## src/hw/rtl/padf_pkg.sv

```systemverilog
package padf_pkg;

  // command codes carried in in_tuser
  typedef enum logic [3:0] {
    CMD_RISE  = 4'd0,
    CMD_FALL  = 4'd1,
    CMD_DEMO  = 4'd2,
    CMD_START = 4'd3,
    CMD_STOP  = 4'd4,
    CMD_ABS   = 4'd5,
    CMD_REL   = 4'd6,
    CMD_SET   = 4'd7,
    CMD_LOST  = 4'd8,
    CMD_TICK  = 4'd9
  } cmd_t;

  // fade direction codes
  localparam logic [1:0] DIR_UP   = 2'd1;
  localparam logic [1:0] DIR_DOWN = 2'd2;

  // line frequency codes
  localparam logic [1:0] FREQ_UNK = 2'd0;
  localparam logic [1:0] FREQ_50  = 2'd1;
  localparam logic [1:0] FREQ_60  = 2'd2;

  // configuration register indexes
  localparam logic REG_P50 = 1'b0;
  localparam logic REG_P60 = 1'b1;

  localparam logic [15:0] P50_RST = 16'd10000;
  localparam logic [15:0] P60_RST = 16'd8333;
  localparam int          P50_TENTH = 10000 / 10;
  localparam int          P60_TENTH = 8333 / 10;
  localparam logic [15:0] LO50_RST = 16'(10000 - P50_TENTH);
  localparam logic [16:0] HI50_RST = 17'(10000 + P50_TENTH);
  localparam logic [15:0] LO60_RST = 16'(8333 - P60_TENTH);
  localparam logic [16:0] HI60_RST = 17'(8333 + P60_TENTH);

  // x/10 == (x * DIV10_MUL) >> DIV10_SHR for any 16-bit x
  localparam logic [16:0] DIV10_MUL = 17'd52429;
  localparam int          DIV10_SHR = 19;

  localparam logic [9:0]  SYNC_CAP   = 10'd600;
  localparam logic [15:0] FULL_DELAY = 16'd100;
  localparam logic [7:0]  LVL_MAX    = 8'd255;
  localparam logic [7:0]  LVL_HALF   = 8'd127;
  localparam logic [7:0]  LVL_MIRROR = 8'd254;
  localparam logic [7:0]  SPD_COARSE = 8'h80;
  localparam logic [7:0]  SPD_MASK   = 8'h7f;

  // power-linear quarter table, 845 .. 4990
  localparam logic [15:0] QUARTER_TAB [0:126] = '{
    16'd845,  16'd1068, 16'd1225, 16'd1352, 16'd1459, 16'd1553, 16'd1638, 16'd1716,
    16'd1788, 16'd1855, 16'd1917, 16'd1976, 16'd2032, 16'd2086, 16'd2138, 16'd2188,
    16'd2236, 16'd2282, 16'd2327, 16'd2370, 16'd2412, 16'd2453, 16'd2493, 16'd2532,
    16'd2570, 16'd2607, 16'd2643, 16'd2679, 16'd2714, 16'd2748, 16'd2782, 16'd2815,
    16'd2848, 16'd2880, 16'd2911, 16'd2942, 16'd2972, 16'd3002, 16'd3032, 16'd3061,
    16'd3090, 16'd3119, 16'd3147, 16'd3175, 16'd3203, 16'd3230, 16'd3257, 16'd3284,
    16'd3311, 16'd3337, 16'd3363, 16'd3389, 16'd3415, 16'd3440, 16'd3465, 16'd3490,
    16'd3515, 16'd3539, 16'd3563, 16'd3587, 16'd3611, 16'd3635, 16'd3659, 16'd3682,
    16'd3705, 16'd3728, 16'd3751, 16'd3774, 16'd3797, 16'd3820, 16'd3843, 16'd3865,
    16'd3887, 16'd3909, 16'd3931, 16'd3953, 16'd3975, 16'd3997, 16'd4019, 16'd4041,
    16'd4062, 16'd4083, 16'd4104, 16'd4125, 16'd4146, 16'd4167, 16'd4188, 16'd4209,
    16'd4230, 16'd4251, 16'd4272, 16'd4292, 16'd4313, 16'd4333, 16'd4354, 16'd4374,
    16'd4395, 16'd4415, 16'd4435, 16'd4455, 16'd4476, 16'd4496, 16'd4516, 16'd4536,
    16'd4556, 16'd4576, 16'd4596, 16'd4615, 16'd4635, 16'd4655, 16'd4675, 16'd4694,
    16'd4714, 16'd4734, 16'd4754, 16'd4773, 16'd4793, 16'd4813, 16'd4832, 16'd4852,
    16'd4872, 16'd4891, 16'd4911, 16'd4931, 16'd4951, 16'd4970, 16'd4990
  };

  typedef struct packed {
    logic [3:0]  cmd;
    logic [15:0] timer_count;
    logic [7:0]  speed;
    logic [1:0]  direction;
    logic [7:0]  amount;
  } item_t;

  // 50 Hz period register plus precomputed +-10% windows for both line rates
  typedef struct packed {
    logic [15:0] period_50hz;
    logic [15:0] lo50;
    logic [16:0] hi50;
    logic [15:0] lo60;
    logic [16:0] hi60;
  } cfg_t;

  typedef struct packed {
    logic        fire_enable;
    logic [15:0] fire_delay;
    logic        full_on;
  } fire_t;

  typedef struct packed {
    logic [7:0] level;
    logic       connected;
    logic [1:0] line_freq;
    logic       report_now;
    logic       store_restart;
  } status_t;

endpackage

```

## src/hw/rtl/padf_cfg.sv

```systemverilog
module padf_cfg (
  input  logic                clk,
  input  logic                rst_n,
  input  logic                cfg_we,
  input  logic                cfg_index,
  input  logic [15:0]         cfg_wdata,
  output padf_pkg::cfg_t      cfg
);
  import padf_pkg::*;

  cfg_t        cfg_r;
  logic [32:0] prod;
  logic [12:0] tenth;
  logic [15:0] lo_new;
  logic [16:0] hi_new;

  // tenth of the written period by reciprocal multiply
  assign prod   = {17'd0, cfg_wdata} * {16'd0, DIV10_MUL};
  assign tenth  = prod[DIV10_SHR +: 13];
  assign lo_new = cfg_wdata - {3'd0, tenth};
  assign hi_new = {1'b0, cfg_wdata} + {4'd0, tenth};

  always_ff @(posedge clk) begin
    if (!rst_n) begin
      cfg_r.period_50hz <= P50_RST;
      cfg_r.lo50        <= LO50_RST;
      cfg_r.hi50        <= HI50_RST;
      cfg_r.lo60        <= LO60_RST;
      cfg_r.hi60        <= HI60_RST;
    end else if (cfg_we) begin
      unique case (cfg_index)
        REG_P50: begin
          cfg_r.period_50hz <= cfg_wdata;
          cfg_r.lo50        <= lo_new;
          cfg_r.hi50        <= hi_new;
        end
        REG_P60: begin
          cfg_r.lo60 <= lo_new;
          cfg_r.hi60 <= hi_new;
        end
        default: ;
      endcase
    end
  end

  assign cfg = cfg_r;

endmodule

```

## src/hw/rtl/padf_fire.sv

```systemverilog
module padf_fire (
  input  logic              is_rise,
  input  logic [7:0]        cur_level,
  input  logic [9:0]        sync_offset,
  input  logic [15:0]       period_50hz,
  output padf_pkg::fire_t   fire
);
  import padf_pkg::*;

  logic [6:0]  tab_idx;
  logic [15:0] tab_val;
  logic [15:0] term;
  logic [15:0] d_raw;
  logic [15:0] d_fix;
  logic        mid;

  // lower half walks the table up from the first entry, upper half mirrors it
  assign tab_idx = (cur_level <= LVL_HALF) ? 7'(cur_level - 8'd1)
                                           : 7'(LVL_MIRROR - cur_level);
  assign tab_val = QUARTER_TAB[tab_idx];
  assign mid     = (cur_level != 8'd0) && (cur_level != LVL_MAX);

  always_comb begin
    priority if (cur_level == 8'd0)      term = 16'd0;
    else if (cur_level <= LVL_HALF)      term = period_50hz - tab_val;
    else if (cur_level != LVL_MAX)       term = tab_val;
    else                                 term = FULL_DELAY;
  end

  assign d_raw = {6'd0, sync_offset} + term;
  assign d_fix = (d_raw > period_50hz) ? d_raw - period_50hz : d_raw;

  assign fire.fire_enable = is_rise && mid;
  assign fire.fire_delay  = (is_rise && mid) ? d_fix : 16'd0;
  assign fire.full_on     = is_rise && (cur_level == LVL_MAX);

endmodule

```

## src/hw/rtl/padf_ctrl.sv

```systemverilog
module padf_ctrl (
  input  logic                clk,
  input  logic                rst_n,
  input  logic                en,
  input  padf_pkg::item_t     item,
  input  padf_pkg::cfg_t      cfg,
  output logic [7:0]          cur_level,
  output logic [9:0]          sync_offset,
  output padf_pkg::status_t   status
);
  import padf_pkg::*;

  typedef enum logic [1:0] {
    DEMO_IDLE = 2'd0,
    DEMO_DOWN = 2'd1,
    DEMO_UP   = 2'd2,
    DEMO_BACK = 2'd3
  } demo_t;

  logic [7:0] cur_r, cur_nxt;
  logic [7:0] tgt_r, tgt_nxt;
  logic [7:0] step_r, step_nxt;
  logic [7:0] div_r, div_nxt;
  logic [7:0] dc_r, dc_nxt;
  demo_t      ph_r, ph_nxt;
  logic [7:0] ret_r, ret_nxt;
  logic [7:0] peak_r, peak_nxt;
  logic [9:0] sync_r, sync_nxt;
  logic       link_r, link_nxt;
  logic [1:0] freq_r, freq_nxt;
  logic       report, store;

  logic [7:0] spd_step, spd_div, spd_low;
  logic       in50, in60;
  logic [7:0] rel_t, fade_end;
  logic [8:0] rel_up;
  logic [8:0] rel_dn;
  logic [14:0] half_tc;

  assign spd_low  = item.speed & SPD_MASK;
  assign spd_step = item.speed[7] ? spd_low + 8'd1 : 8'd1;
  assign spd_div  = item.speed[7] ? 8'd1 : SPD_COARSE - spd_low;

  assign in50 = (item.timer_count > cfg.lo50) && ({1'b0, item.timer_count} < cfg.hi50);
  assign in60 = (item.timer_count > cfg.lo60) && ({1'b0, item.timer_count} < cfg.hi60);

  assign rel_up = {1'b0, cur_r} + {1'b0, item.amount};
  assign rel_dn = {1'b0, cur_r} - {1'b0, item.amount};
  assign half_tc = item.timer_count[15:1];

  always_comb begin
    priority if (item.direction == DIR_UP)  rel_t = rel_up[8] ? LVL_MAX : rel_up[7:0];
    else if (item.direction == DIR_DOWN)    rel_t = rel_dn[8] ? 8'd0 : rel_dn[7:0];
    else                                    rel_t = cur_r;
  end

  always_comb begin
    priority if (item.cmd == CMD_START) fade_end = (item.direction == DIR_UP) ? LVL_MAX : 8'd0;
    else if (item.cmd == CMD_ABS)       fade_end = item.amount;
    else                                fade_end = rel_t;
  end

  always_comb begin
    logic [7:0] sum;
    logic       neg, pos;
    logic       room_dn, room_up;
    logic [7:0] to_max;
    cur_nxt  = cur_r;
    tgt_nxt  = tgt_r;
    step_nxt = step_r;
    div_nxt  = div_r;
    dc_nxt   = dc_r;
    ph_nxt   = ph_r;
    ret_nxt  = ret_r;
    peak_nxt = peak_r;
    sync_nxt = sync_r;
    link_nxt = link_r;
    freq_nxt = freq_r;
    report   = 1'b0;
    store    = 1'b0;
    sum      = 8'd0;
    neg      = 1'b0;
    pos      = 1'b0;
    to_max   = LVL_MAX - cur_r;
    room_dn  = cur_r >= item.amount;
    room_up  = to_max >= item.amount;
    unique case (item.cmd)
      CMD_RISE: begin
        link_nxt = 1'b1;
        priority if (in50) freq_nxt = FREQ_50;
        else if (in60)     freq_nxt = FREQ_60;
        else               freq_nxt = FREQ_UNK;
        // demo advances once the current leg has landed
        if (cur_r == tgt_r) begin
          unique case (ph_r)
            DEMO_DOWN: begin
              ph_nxt   = DEMO_UP;
              tgt_nxt  = peak_r;
              step_nxt = 8'd0 - step_r;
            end
            DEMO_UP: begin
              ph_nxt   = DEMO_BACK;
              tgt_nxt  = ret_r;
              step_nxt = 8'd0 - step_r;
            end
            DEMO_BACK: ph_nxt = DEMO_IDLE;
            default: ;
          endcase
        end
        dc_nxt = dc_r + 8'd1;
        if (dc_nxt == div_r && cur_r != tgt_nxt) begin
          dc_nxt = 8'd0;
          neg    = step_nxt[7];
          pos    = (step_nxt != 8'd0) && !neg;
          sum    = cur_r + step_nxt;
          // clamp on wrap or overshoot
          if ((pos && (sum < cur_r || sum >= tgt_nxt)) ||
              (neg && (sum > cur_r || sum <= tgt_nxt)))
            cur_nxt = tgt_nxt;
          else
            cur_nxt = sum;
          report = (cur_nxt == tgt_nxt);
          store  = 1'b1;
        end
      end
      CMD_FALL: begin
        sync_nxt = (half_tc > {5'd0, SYNC_CAP}) ? SYNC_CAP : half_tc[9:0];
      end
      CMD_DEMO: begin
        dc_nxt   = 8'd0;
        step_nxt = 8'd0;
        if (item.speed != 8'd0) begin
          ret_nxt = cur_r;
          priority if (room_dn && room_up) begin
            tgt_nxt  = cur_r - item.amount;
            peak_nxt = cur_r + item.amount;
          end else if (room_dn) begin
            tgt_nxt  = cur_r - item.amount - item.amount + to_max;
            peak_nxt = LVL_MAX;
          end else if (room_up) begin
            tgt_nxt  = 8'd0;
            peak_nxt = item.amount + item.amount;
          end
          ph_nxt   = DEMO_DOWN;
          div_nxt  = spd_div;
          step_nxt = (tgt_nxt <= cur_r) ? 8'd0 - spd_step : spd_step;
        end
      end
      CMD_START, CMD_ABS, CMD_REL: begin
        ph_nxt   = DEMO_IDLE;
        dc_nxt   = 8'd0;
        step_nxt = 8'd0;
        if (item.speed == 8'd0) begin
          cur_nxt = fade_end;
          report  = 1'b1;
        end else begin
          tgt_nxt = fade_end;
          if (fade_end != cur_r) begin
            div_nxt  = spd_div;
            step_nxt = (fade_end < cur_r) ? 8'd0 - spd_step : spd_step;
          end
        end
      end
      CMD_STOP: begin
        ph_nxt   = DEMO_IDLE;
        step_nxt = 8'd0;
        report   = 1'b1;
      end
      CMD_SET: begin
        cur_nxt = item.amount;
        tgt_nxt = item.amount;
      end
      CMD_LOST: link_nxt = 1'b0;
      CMD_TICK: report = 1'b1;
      default: ;
    endcase
  end

  always_ff @(posedge clk) begin
    if (!rst_n) begin
      cur_r  <= 8'd0;
      tgt_r  <= 8'd0;
      step_r <= 8'd0;
      div_r  <= 8'd0;
      dc_r   <= 8'd0;
      ph_r   <= DEMO_IDLE;
      ret_r  <= 8'd0;
      peak_r <= 8'd0;
      sync_r <= 10'd0;
      link_r <= 1'b0;
      freq_r <= FREQ_UNK;
    end else if (en) begin
      cur_r  <= cur_nxt;
      tgt_r  <= tgt_nxt;
      step_r <= step_nxt;
      div_r  <= div_nxt;
      dc_r   <= dc_nxt;
      ph_r   <= ph_nxt;
      ret_r  <= ret_nxt;
      peak_r <= peak_nxt;
      sync_r <= sync_nxt;
      link_r <= link_nxt;
      freq_r <= freq_nxt;
    end
  end

  assign cur_level            = cur_r;
  assign sync_offset          = sync_r;
  assign status.level         = cur_nxt;
  assign status.connected     = link_nxt;
  assign status.line_freq     = freq_nxt;
  assign status.report_now    = report;
  assign status.store_restart = store;

endmodule

```

## src/hw/rtl/phase_angle_dimmer_with_fade.sv

```systemverilog
// Channel | Dir | Handshake          | Payload
// --------+-----+--------------------+-------------------------------------------
// in_     | in  | in_tvalid/tready   | tuser: cmd; tdata: timer, speed, dir, amount
// out_    | out | out_tvalid/tready  | tdata: fire, delay, full, level, status
// cfg_    | in  | cfg_we             | cfg_index, cfg_wdata (period registers)
//
// One request per clock sustained while out_tready stays high; a request lands in
// the input register, is decoded in one pass and its result is written to the
// output register, raising out_tvalid, when that register is free or draining.
// rst_n is synchronous, active low; it restores periods, clears all but the payload.
// When out_tready is low with a result waiting, the output register holds and the
// input register still takes one more request before in_tready drops.
module phase_angle_dimmer_with_fade (
  input  logic        clk,
  input  logic        rst_n,
  input  logic        in_tvalid,
  output logic        in_tready,
  input  logic [3:0]  in_tuser,   // cmd
  input  logic [39:0] in_tdata,   // timer_count, speed, direction, amount, zero pad
  output logic        out_tvalid,
  input  logic        out_tready,
  output logic [31:0] out_tdata,  // fire_enable, fire_delay, full_on, level,
                                  // connected, line_freq, report_now,
                                  // store_restart, zero pad
  input  logic        cfg_we,
  input  logic        cfg_index,
  input  logic [15:0] cfg_wdata
);
  import padf_pkg::*;

  item_t       s1_item_r;
  logic        s1_valid_r;
  logic        out_valid_r;
  logic [31:0] out_data_r;
  logic        advance;

  cfg_t        cfg;
  logic [7:0]  cur_level;
  logic [9:0]  sync_offset;
  fire_t       fire;
  status_t     status;

  // a request moves to the output stage when that stage is free or draining
  assign advance   = s1_valid_r && (!out_valid_r || out_tready);
  assign in_tready = !s1_valid_r || advance;

  always_ff @(posedge clk) begin
    if (!rst_n) begin
      s1_valid_r <= 1'b0;
    end else if (in_tready) begin
      s1_valid_r <= in_tvalid;
    end
  end

  // payload, no reset
  always_ff @(posedge clk) begin
    if (in_tready && in_tvalid) begin
      s1_item_r.cmd         <= in_tuser;
      s1_item_r.timer_count <= in_tdata[15:0];
      s1_item_r.speed       <= in_tdata[23:16];
      s1_item_r.direction   <= in_tdata[25:24];
      s1_item_r.amount      <= in_tdata[33:26];
    end
  end

  padf_cfg u_cfg (
    .clk       (clk),
    .rst_n     (rst_n),
    .cfg_we    (cfg_we),
    .cfg_index (cfg_index),
    .cfg_wdata (cfg_wdata),
    .cfg       (cfg)
  );

  padf_ctrl u_ctrl (
    .clk         (clk),
    .rst_n       (rst_n),
    .en          (advance),
    .item        (s1_item_r),
    .cfg         (cfg),
    .cur_level   (cur_level),
    .sync_offset (sync_offset),
    .status      (status)
  );

  // firing uses the level as it stood before this edge's fade step
  padf_fire u_fire (
    .is_rise     (s1_item_r.cmd == CMD_RISE),
    .cur_level   (cur_level),
    .sync_offset (sync_offset),
    .period_50hz (cfg.period_50hz),
    .fire        (fire)
  );

  always_ff @(posedge clk) begin
    if (!rst_n) begin
      out_valid_r <= 1'b0;
    end else if (advance) begin
      out_valid_r <= 1'b1;
    end else if (out_tready) begin
      out_valid_r <= 1'b0;
    end
  end

  always_ff @(posedge clk) begin
    if (advance) begin
      out_data_r <= {1'b0, status.store_restart, status.report_now, status.line_freq,
                     status.connected, status.level, fire.full_on, fire.fire_delay,
                     fire.fire_enable};
    end
  end

  assign out_tvalid = out_valid_r;
  assign out_tdata  = out_data_r;

endmodule

```

## config.mk

```make
export PLATFORM = sky130hd
export DESIGN_NAME = phase_angle_dimmer_with_fade
export DESIGN_NICKNAME = d
export VERILOG_FILES = /design/src/hw/rtl/padf_pkg.sv /design/src/hw/rtl/padf_cfg.sv /design/src/hw/rtl/padf_fire.sv /design/src/hw/rtl/padf_ctrl.sv /design/src/hw/rtl/phase_angle_dimmer_with_fade.sv
export SDC_FILE = /design/constraint.sdc
export NUM_CORES = 1
export LEC_CHECK = 0
export ABC_CLOCK_PERIOD_IN_PS = 9360
export BUFFER_PORTS_ARGS = -buffer_cell sky130_fd_sc_hd__buf_2
export CAP_MARGIN = 20
export CORE_MARGIN = 5
export CORE_UTILIZATION = 47
export DETAILED_ROUTE_END_ITERATION = 6
export SLEW_MARGIN = 20
export SYNTH_ARGS = -nofsm -noshare
export SYNTH_HDL_FRONTEND = slang
export SYNTH_SLANG_ARGS = --single-unit
export TNS_END_PERCENT = 100
```

## constraint.sdc

```tcl
create_clock -name clk -period 9.36 [get_ports clk]
set_clock_uncertainty 0.05 [all_clocks]
set_input_delay 1.404 -clock clk [delete_from_list [all_inputs] [get_ports clk]]
set_output_delay 1.404 -clock clk [all_outputs]
set_load 0.05 [all_outputs]
```

Word level (Yosys, flattened, before mapping)
Memory sizes are Yosys's and may differ from the RTL's. Index checks and enable logic that the tools add are counted.

$add $sub $neg: 21. $mul: 1. Divide/modulo/power cells: 0. Magnitude comparators: 16. Equality and inequality tests: 26. Shifts and indexed selects: 0. Mux-type cells: 66. Bitwise operators: 2. Reductions and logical operators: 48.

Operators with widths (number): 2-to-1 mux 8 bit (38); 2-to-1 mux 16 bit (6); case mux 8 bit (4 select lines) (2); > comparator 16 bit (3); case mux 8 bit (2 select lines) (3); less-than comparator 16 x 17 -> 1 bit (2); adder 8 bit (4); multiplier 16 x 16 -> 32 bit, second input constant (1); subtractor 16 bit (2); == test 8 bit (3); >= comparator 8 bit (3); case mux 8 bit (3 select lines) (1); nonzero test 8 bit (3); adder 16 x 13 -> 17 bit (1); adder 10 x 16 -> 16 bit (1); == test 4 x 3 -> 1 bit, second input constant (4); less-or-equal comparator 8 bit (2); zero test 8 bit (2); less-than comparator 8 bit (2); != test 8 bit (2); subtractor 1 x 8 -> 8 bit, first input constant (2); subtractor 16 x 13 -> 16 bit (1); subtractor 8 bit (2); > comparator 15 x 10 -> 1 bit, second input constant (1); other kinds (44) (89).

Flip-flop bits (word level): 224. Latch bits: 0. Memory bits (writable): 0. Bits in read-only memories: 2048. Output and inout bits: 34. Logic and storage cells: 207. Memories: 1.

Memory list: (name not given) (words 128, bits a word 16, rd ports 1, clocked after memory_dff 0, write ports 0, line padf_fire.sv:20) `assign tab_val = QUARTER_TAB[tab_idx];`.

Logic depth before layout (Yosys ltp)
Depth after elaboration: 16. Mapped depth: 46.

By module
A second synthesis with hierarchy kept.

Cell total of the unflattened synthesis: 2984. Area total of the unflattened synthesis: 24676.2 um^2.

By module, submodules not included: padf_ctrl (times used 1, cells each 1281, area each 9601.7 um^2, sequential area each 1421.4 um^2); padf_cfg (times used 1, cells each 929, area each 8346.8 um^2, sequential area each 1601.5 um^2); padf_fire (times used 1, cells each 693, area each 4534.3 um^2, sequential area each 0.0 um^2); phase_angle_dimmer_with_fade (times used 1, cells each 81, area each 2193.4 um^2, sequential area each 2112.0 um^2).

Least setup slack after synthesis
No wires, ideal clock.

Path type: reg2reg. From: register u_ctrl.cur_r[1] (netlist: u_ctrl.cur_level[1]). To: register out_data_r[10] (netlist: out_tdata[10]), data pin. Library setup time: 0.266 ns. Arrival: 7.985 ns. Data required time: 9.044 ns. Path slack: 1.059 ns. Stages on the path, launching flop included: 39. Path buffers: 4. Period minus slack after synthesis: 8.301 ns. Path through: dfxtp_1 -> buf_2 -> inv_1 -> ha_1 -> inv_1 -> ha_1 -> clkbuf_1 -> clkbuf_1 -> o21ai_0 -> a2111oi_0 -> a311o_1 -> a32oi_1 -> ha_1 -> or2_2 -> o31ai_1 -> a211oi_1 -> or2_2 -> a21o_1 -> [... 3 more ...] -> o21ai_0 -> ha_1 -> nand2_1 -> o311ai_0 -> o22ai_1 -> nor3b_2 -> xnor2_1 -> inv_1 -> ha_1 -> and2_1 -> nand3_1 -> nor2_1 -> nand4b_1 -> and3_1 -> a21oi_1 -> buf_2 -> mux2i_1 -> nor2_1.

Word-level cells in the longest chain between the ends: 12.

RTL lines: start: declaration (line padf_ctrl.sv:20) `logic [7:0] cur_r, cur_nxt;`; start signal: assignment (line padf_ctrl.sv:193) `cur_r <= cur_nxt;`; subtractor 7 bit, or another cell as far along (line padf_fire.sv:19) `: 7'(LVL_MIRROR - cur_level);`; 2-to-1 mux 7 bit (line padf_fire.sv:18) `assign tab_idx = (cur_level <= LVL_HALF) ? 7'(cur_level - 8'd1)`; NOT 7 -> 8 bit (not written as such) (line padf_fire.sv:20); memory read (128 x 16 bit); 2-to-1 mux 16 bit (not written as such) (2 in series) (line padf_fire.sv:20); subtractor 16 bit / 2-to-1 mux 16 bit (equally long branches) (line padf_fire.sv:25, padf_fire.sv:26); 2-to-1 mux 16 bit (line padf_fire.sv:25) `else if (cur_level <= LVL_HALF) term = period_50hz - tab_val;`; 2-to-1 mux 16 bit (line padf_fire.sv:24) `priority if (cur_level == 8'd0) term = 16'd0;`; adder 10 x 16 -> 16 bit (line padf_fire.sv:30) `assign d_raw = {6'd0, sync_offset} + term;`; subtractor 16 bit / > comparator 16 bit (equally long branches) (line padf_fire.sv:31) `assign d_fix = (d_raw > period_50hz) ? d_raw - period_50hz : d_raw;`; 2-to-1 mux 16 bit (line padf_fire.sv:31); end signal: assignment (line phase_angle_dimmer_with_fade.sv:107) `out_data_r <= {1'b0, status.store_restart, status.report_now, status.line_freq,`; end: declaration (line phase_angle_dimmer_with_fade.sv:34) `logic [31:0] out_data_r;`.

Parallel ways exist; a longest one is shown, timed or not. The select of a mux whose other input is x is not followed. A chain may end at the register's enable or synchronous reset.

Final worst setup path
From: register u_ctrl.cur_r[2] (netlist: u_ctrl.cur_level[2]). To: register out_data_r[8] (netlist: out_tdata[8]), data pin.

Same word-level chain as after synthesis.

==> flow_summary.ini <==
[outcome]
status = finished, final reports clean

[cells_and_area]
multi_input_area_um2 = 17960
area_growth_pct = 9.466
regArea_um2 = 5135
final_common_cell = ha_1
nNetsFinal = 3600
design_area_um2 = 27160
diodes = 0
layout-drive-gt1-share = 0.09197
final_cell_mix = 356 x ha_1, 309 x inv_1, 254 x nand2_1
final.fill_count = 5001

[critical_path]
critPathMaxStageDelay_ps = 480
arrival_ps = 8980
rrSetupSlack_ps = 640
critPathMaxFanout = 17
crit_top_cell = nor2_1
critical_path_class = reg -> reg
worstSetupStartpointType = flip-flop
crit_path_end_kind = flip-flop
crit_required_ps = 9620
critPathSlowestCell = clkinv_1

[routing]
drtIter0Drc = 1773
vias_per_cell = 6.000
dr.pass1.iters = 5
wl_um = 78370
ant_nets = 0
wl_per_cell_um = 20.70
vias = 22720
drc = 0

[synth]
synth.avg_cell_area_um2 = 8.250
yosysWarnings = 0
synth_flop_cell = dfxtp_1
seq_area_frac_synth = 0.2070
synth_fp_nets = 3531
ys_async_sr_fraction = 0
ys_types = 105
synth_edf_count = 69
synth.cell_area_um2 = 24810
ys_seq_elements = 222
synth_cells = 3007

[global_routing]
grt_util_met3 = 0.03500
met2_usage = 0.4319
grt_max_degree = 70
antenna_found_initial = 0
use_met1 = 0.3679
grt_pass1_vias = 22300
globalRoute.totalOverflow = 0
grt_util_all_layers = 0.2654
grt_pass1_wl_um = 123200
top_usage_layer = met2

[clock_network]
cts.sinks = 222
clk_latency_ps = 610
htree_levels = 1
clk_pin_slew_ps = 60
cts_tree = built
holdBufCountCts = 0
max-clock-path-buffers = 3
ctsRootBufferMaster = clkbuf_16
cts_buffers = 29

[sta]
grt_setup_unrepaired = false
worst_pin_slew_ps = 1064
relSlewSlack = 0.2828
period_share = 0.9319
fin_setup_tns_ps = 0
final-max-slew-violation-count = 0
finalWorstPathRequiredPeriod_ps = 8723
finalSetupViolations = 0
hold_viol_final = 0
fmax_ghz = 0.1146

[die]
boundaryPins = 100
initial_core_util = 0.4730
row_count = 84
die_area_um2 = 57480
coreArea_um2 = 52450
chipWidth_um = 239.8
dieHeight_um = 239.8

[placed_design]
place.gp.congestion = 0.9415
placed_area_um2 = 26210
dp_hpwl_um = 60450
buffer_ports.inserted = 92

[power_and_ir_drop]
peakVddDrop_v = 0.0004432
leakage_nw = 12.17
power_density_nw_per_um2 = 297.4
p_total_w = 0.008077

[run]
max_cap_violations = 0

[worst_hold_path]
hold_class = reg -> reg
==> cells in the mapped netlist (19+ instances only) <==
cell      count  area share
edfxtp_1     69       0.084
dfxtp_1     153        0.12
inv_1       310       0.047
a31oi_1      34      0.0086
o22ai_1      27      0.0068
o211ai_1     68       0.021
a21o_1       46       0.014
o21ai_0     150       0.030
ha_1        356        0.18
and3_1       27      0.0068
fa_1        102       0.082
nand2_1     254       0.038
a211oi_1     53       0.016
nor2b_1      28      0.0071
or3_1        19      0.0048
buf_2        26      0.0052
clkbuf_1     88       0.013
a21oi_1     211       0.043
xor2_1       37       0.013
nand3_1      75       0.015
o21a_1       40       0.012
nor2_1      240       0.036
nor3_1       62       0.013
and2_1       21      0.0053
nand4_1      31      0.0078
mux2i_1      21      0.0085
xnor2_1     113       0.040
nand2b_1     28      0.0071
==> critical path: cells and delay by family (launching register included) <==
kind	cells	cell delay, ps
AO/OA/AOI/OAI	10	1600
XOR/XNOR	1	190
adder cells (fa/ha/maj)	4	1370
buffers and inverters	7	1540
flip-flops	1	330
multiplexers	2	590
AND/OR/NAND/NOR	17	2750
==> power breakdown <==
part / internal, W / switching [W] / total, W / leakage [nW]
Sequential: 0.00110 / 0.0000750 / 0.00118 / 1.91
Clock: 0.000605 / 0.000481 / 0.00109 / 0.451
Combinational: 0.00233 / 0.00348 / 0.00581 / 9.80
Total: 0.00404 / 0.00403 / 0.00808 / 12.2
==> state kept, by name, indices dropped and copies added, names as in the netlist, named ones only <==
register,flops
u_ctrl.peak_r,8
u_ctrl.link_r,1
s1_valid_r,1
u_ctrl.tgt_r,8
s1_item_r,38
u_ctrl.cur_level,8
u_ctrl.ph_r,2
u_ctrl.dc_r,8
u_ctrl.freq_r,2
u_ctrl.div_r,8
u_ctrl.ret_r,8
u_cfg.cfg,80
out_tvalid,1
out_tdata,31
u_ctrl.sync_offset,10
u_ctrl.step_r,7
==> layer usage <==
metal,vias to the layer above,wire [um],part of all wire
li1,10900,-,-
met1,10890,35110,0.45
met2,778,35930,0.46
met3,156,4790,0.061
met4,0,2544,0.032
met5,-,0,0
==> kinds of logic after synthesis <==
| logic type | synth area share |
|---|---|
| adder cells (fa/ha/maj) | 0.2619 |
| AO/OA/AOI/OAI | 0.2280 |
| buffers and inverters | 0.07121 |
| XOR/XNOR | 0.05543 |
| AND/OR/NAND/NOR | 0.1643 |
| flip-flops | 0.2070 |
| multiplexers | 0.01210 |
| other | 0.0001512 |
==> final timing paths <==
| kind | start | to | depth (start not counted) |
|---|---|---|---|
| worst min register to register | u_cfg.cfg[4] | u_cfg.cfg[4] | 2 |
| worst min-delay path | u_cfg.cfg[4] | u_cfg.cfg[4] | 2 |
| worst max-delay path | u_ctrl.cur_level[2] | out_tdata[8] | 41 |
| worst max register to register | u_ctrl.cur_level[2] | out_tdata[8] | 41 |
==> cell type report <==
class / instances / share of cell area
tap: 688 / 0.03170
clock inverter: 20 / 0.005206
timing repair buffer: 171 / 0.04018
inverter: 316 / 0.04368
sequential: 222 / 0.1891
multi-input combinational: 2336 / 0.6613
clock buffer: 34 / 0.02889
==> timing repair <==
action	4_1_cts	5_1_grt
endpoints found under the setup margin	0	9
resized for setup	0	2
endpoints found under the hold margin	0	0
buffers inserted	0	0
==> stage by stage <==
step	hold WS [ps]	cells	utilization	setup slack, ps
2_1_floorplan	383.8	3007	-	1059
3_3_place_gp	390.3	3733	0.4998	303.9
3_5_place_dp	398.0	3733	0.4998	180.9
4_1_cts	406.2	3787	0.5175	711.2
5_1_grt	426.8	3787	0.5178	4.962
6_report	407.0	3787	0.5178	637.4
Note: power is estimated with default switching activity, not from simulation.
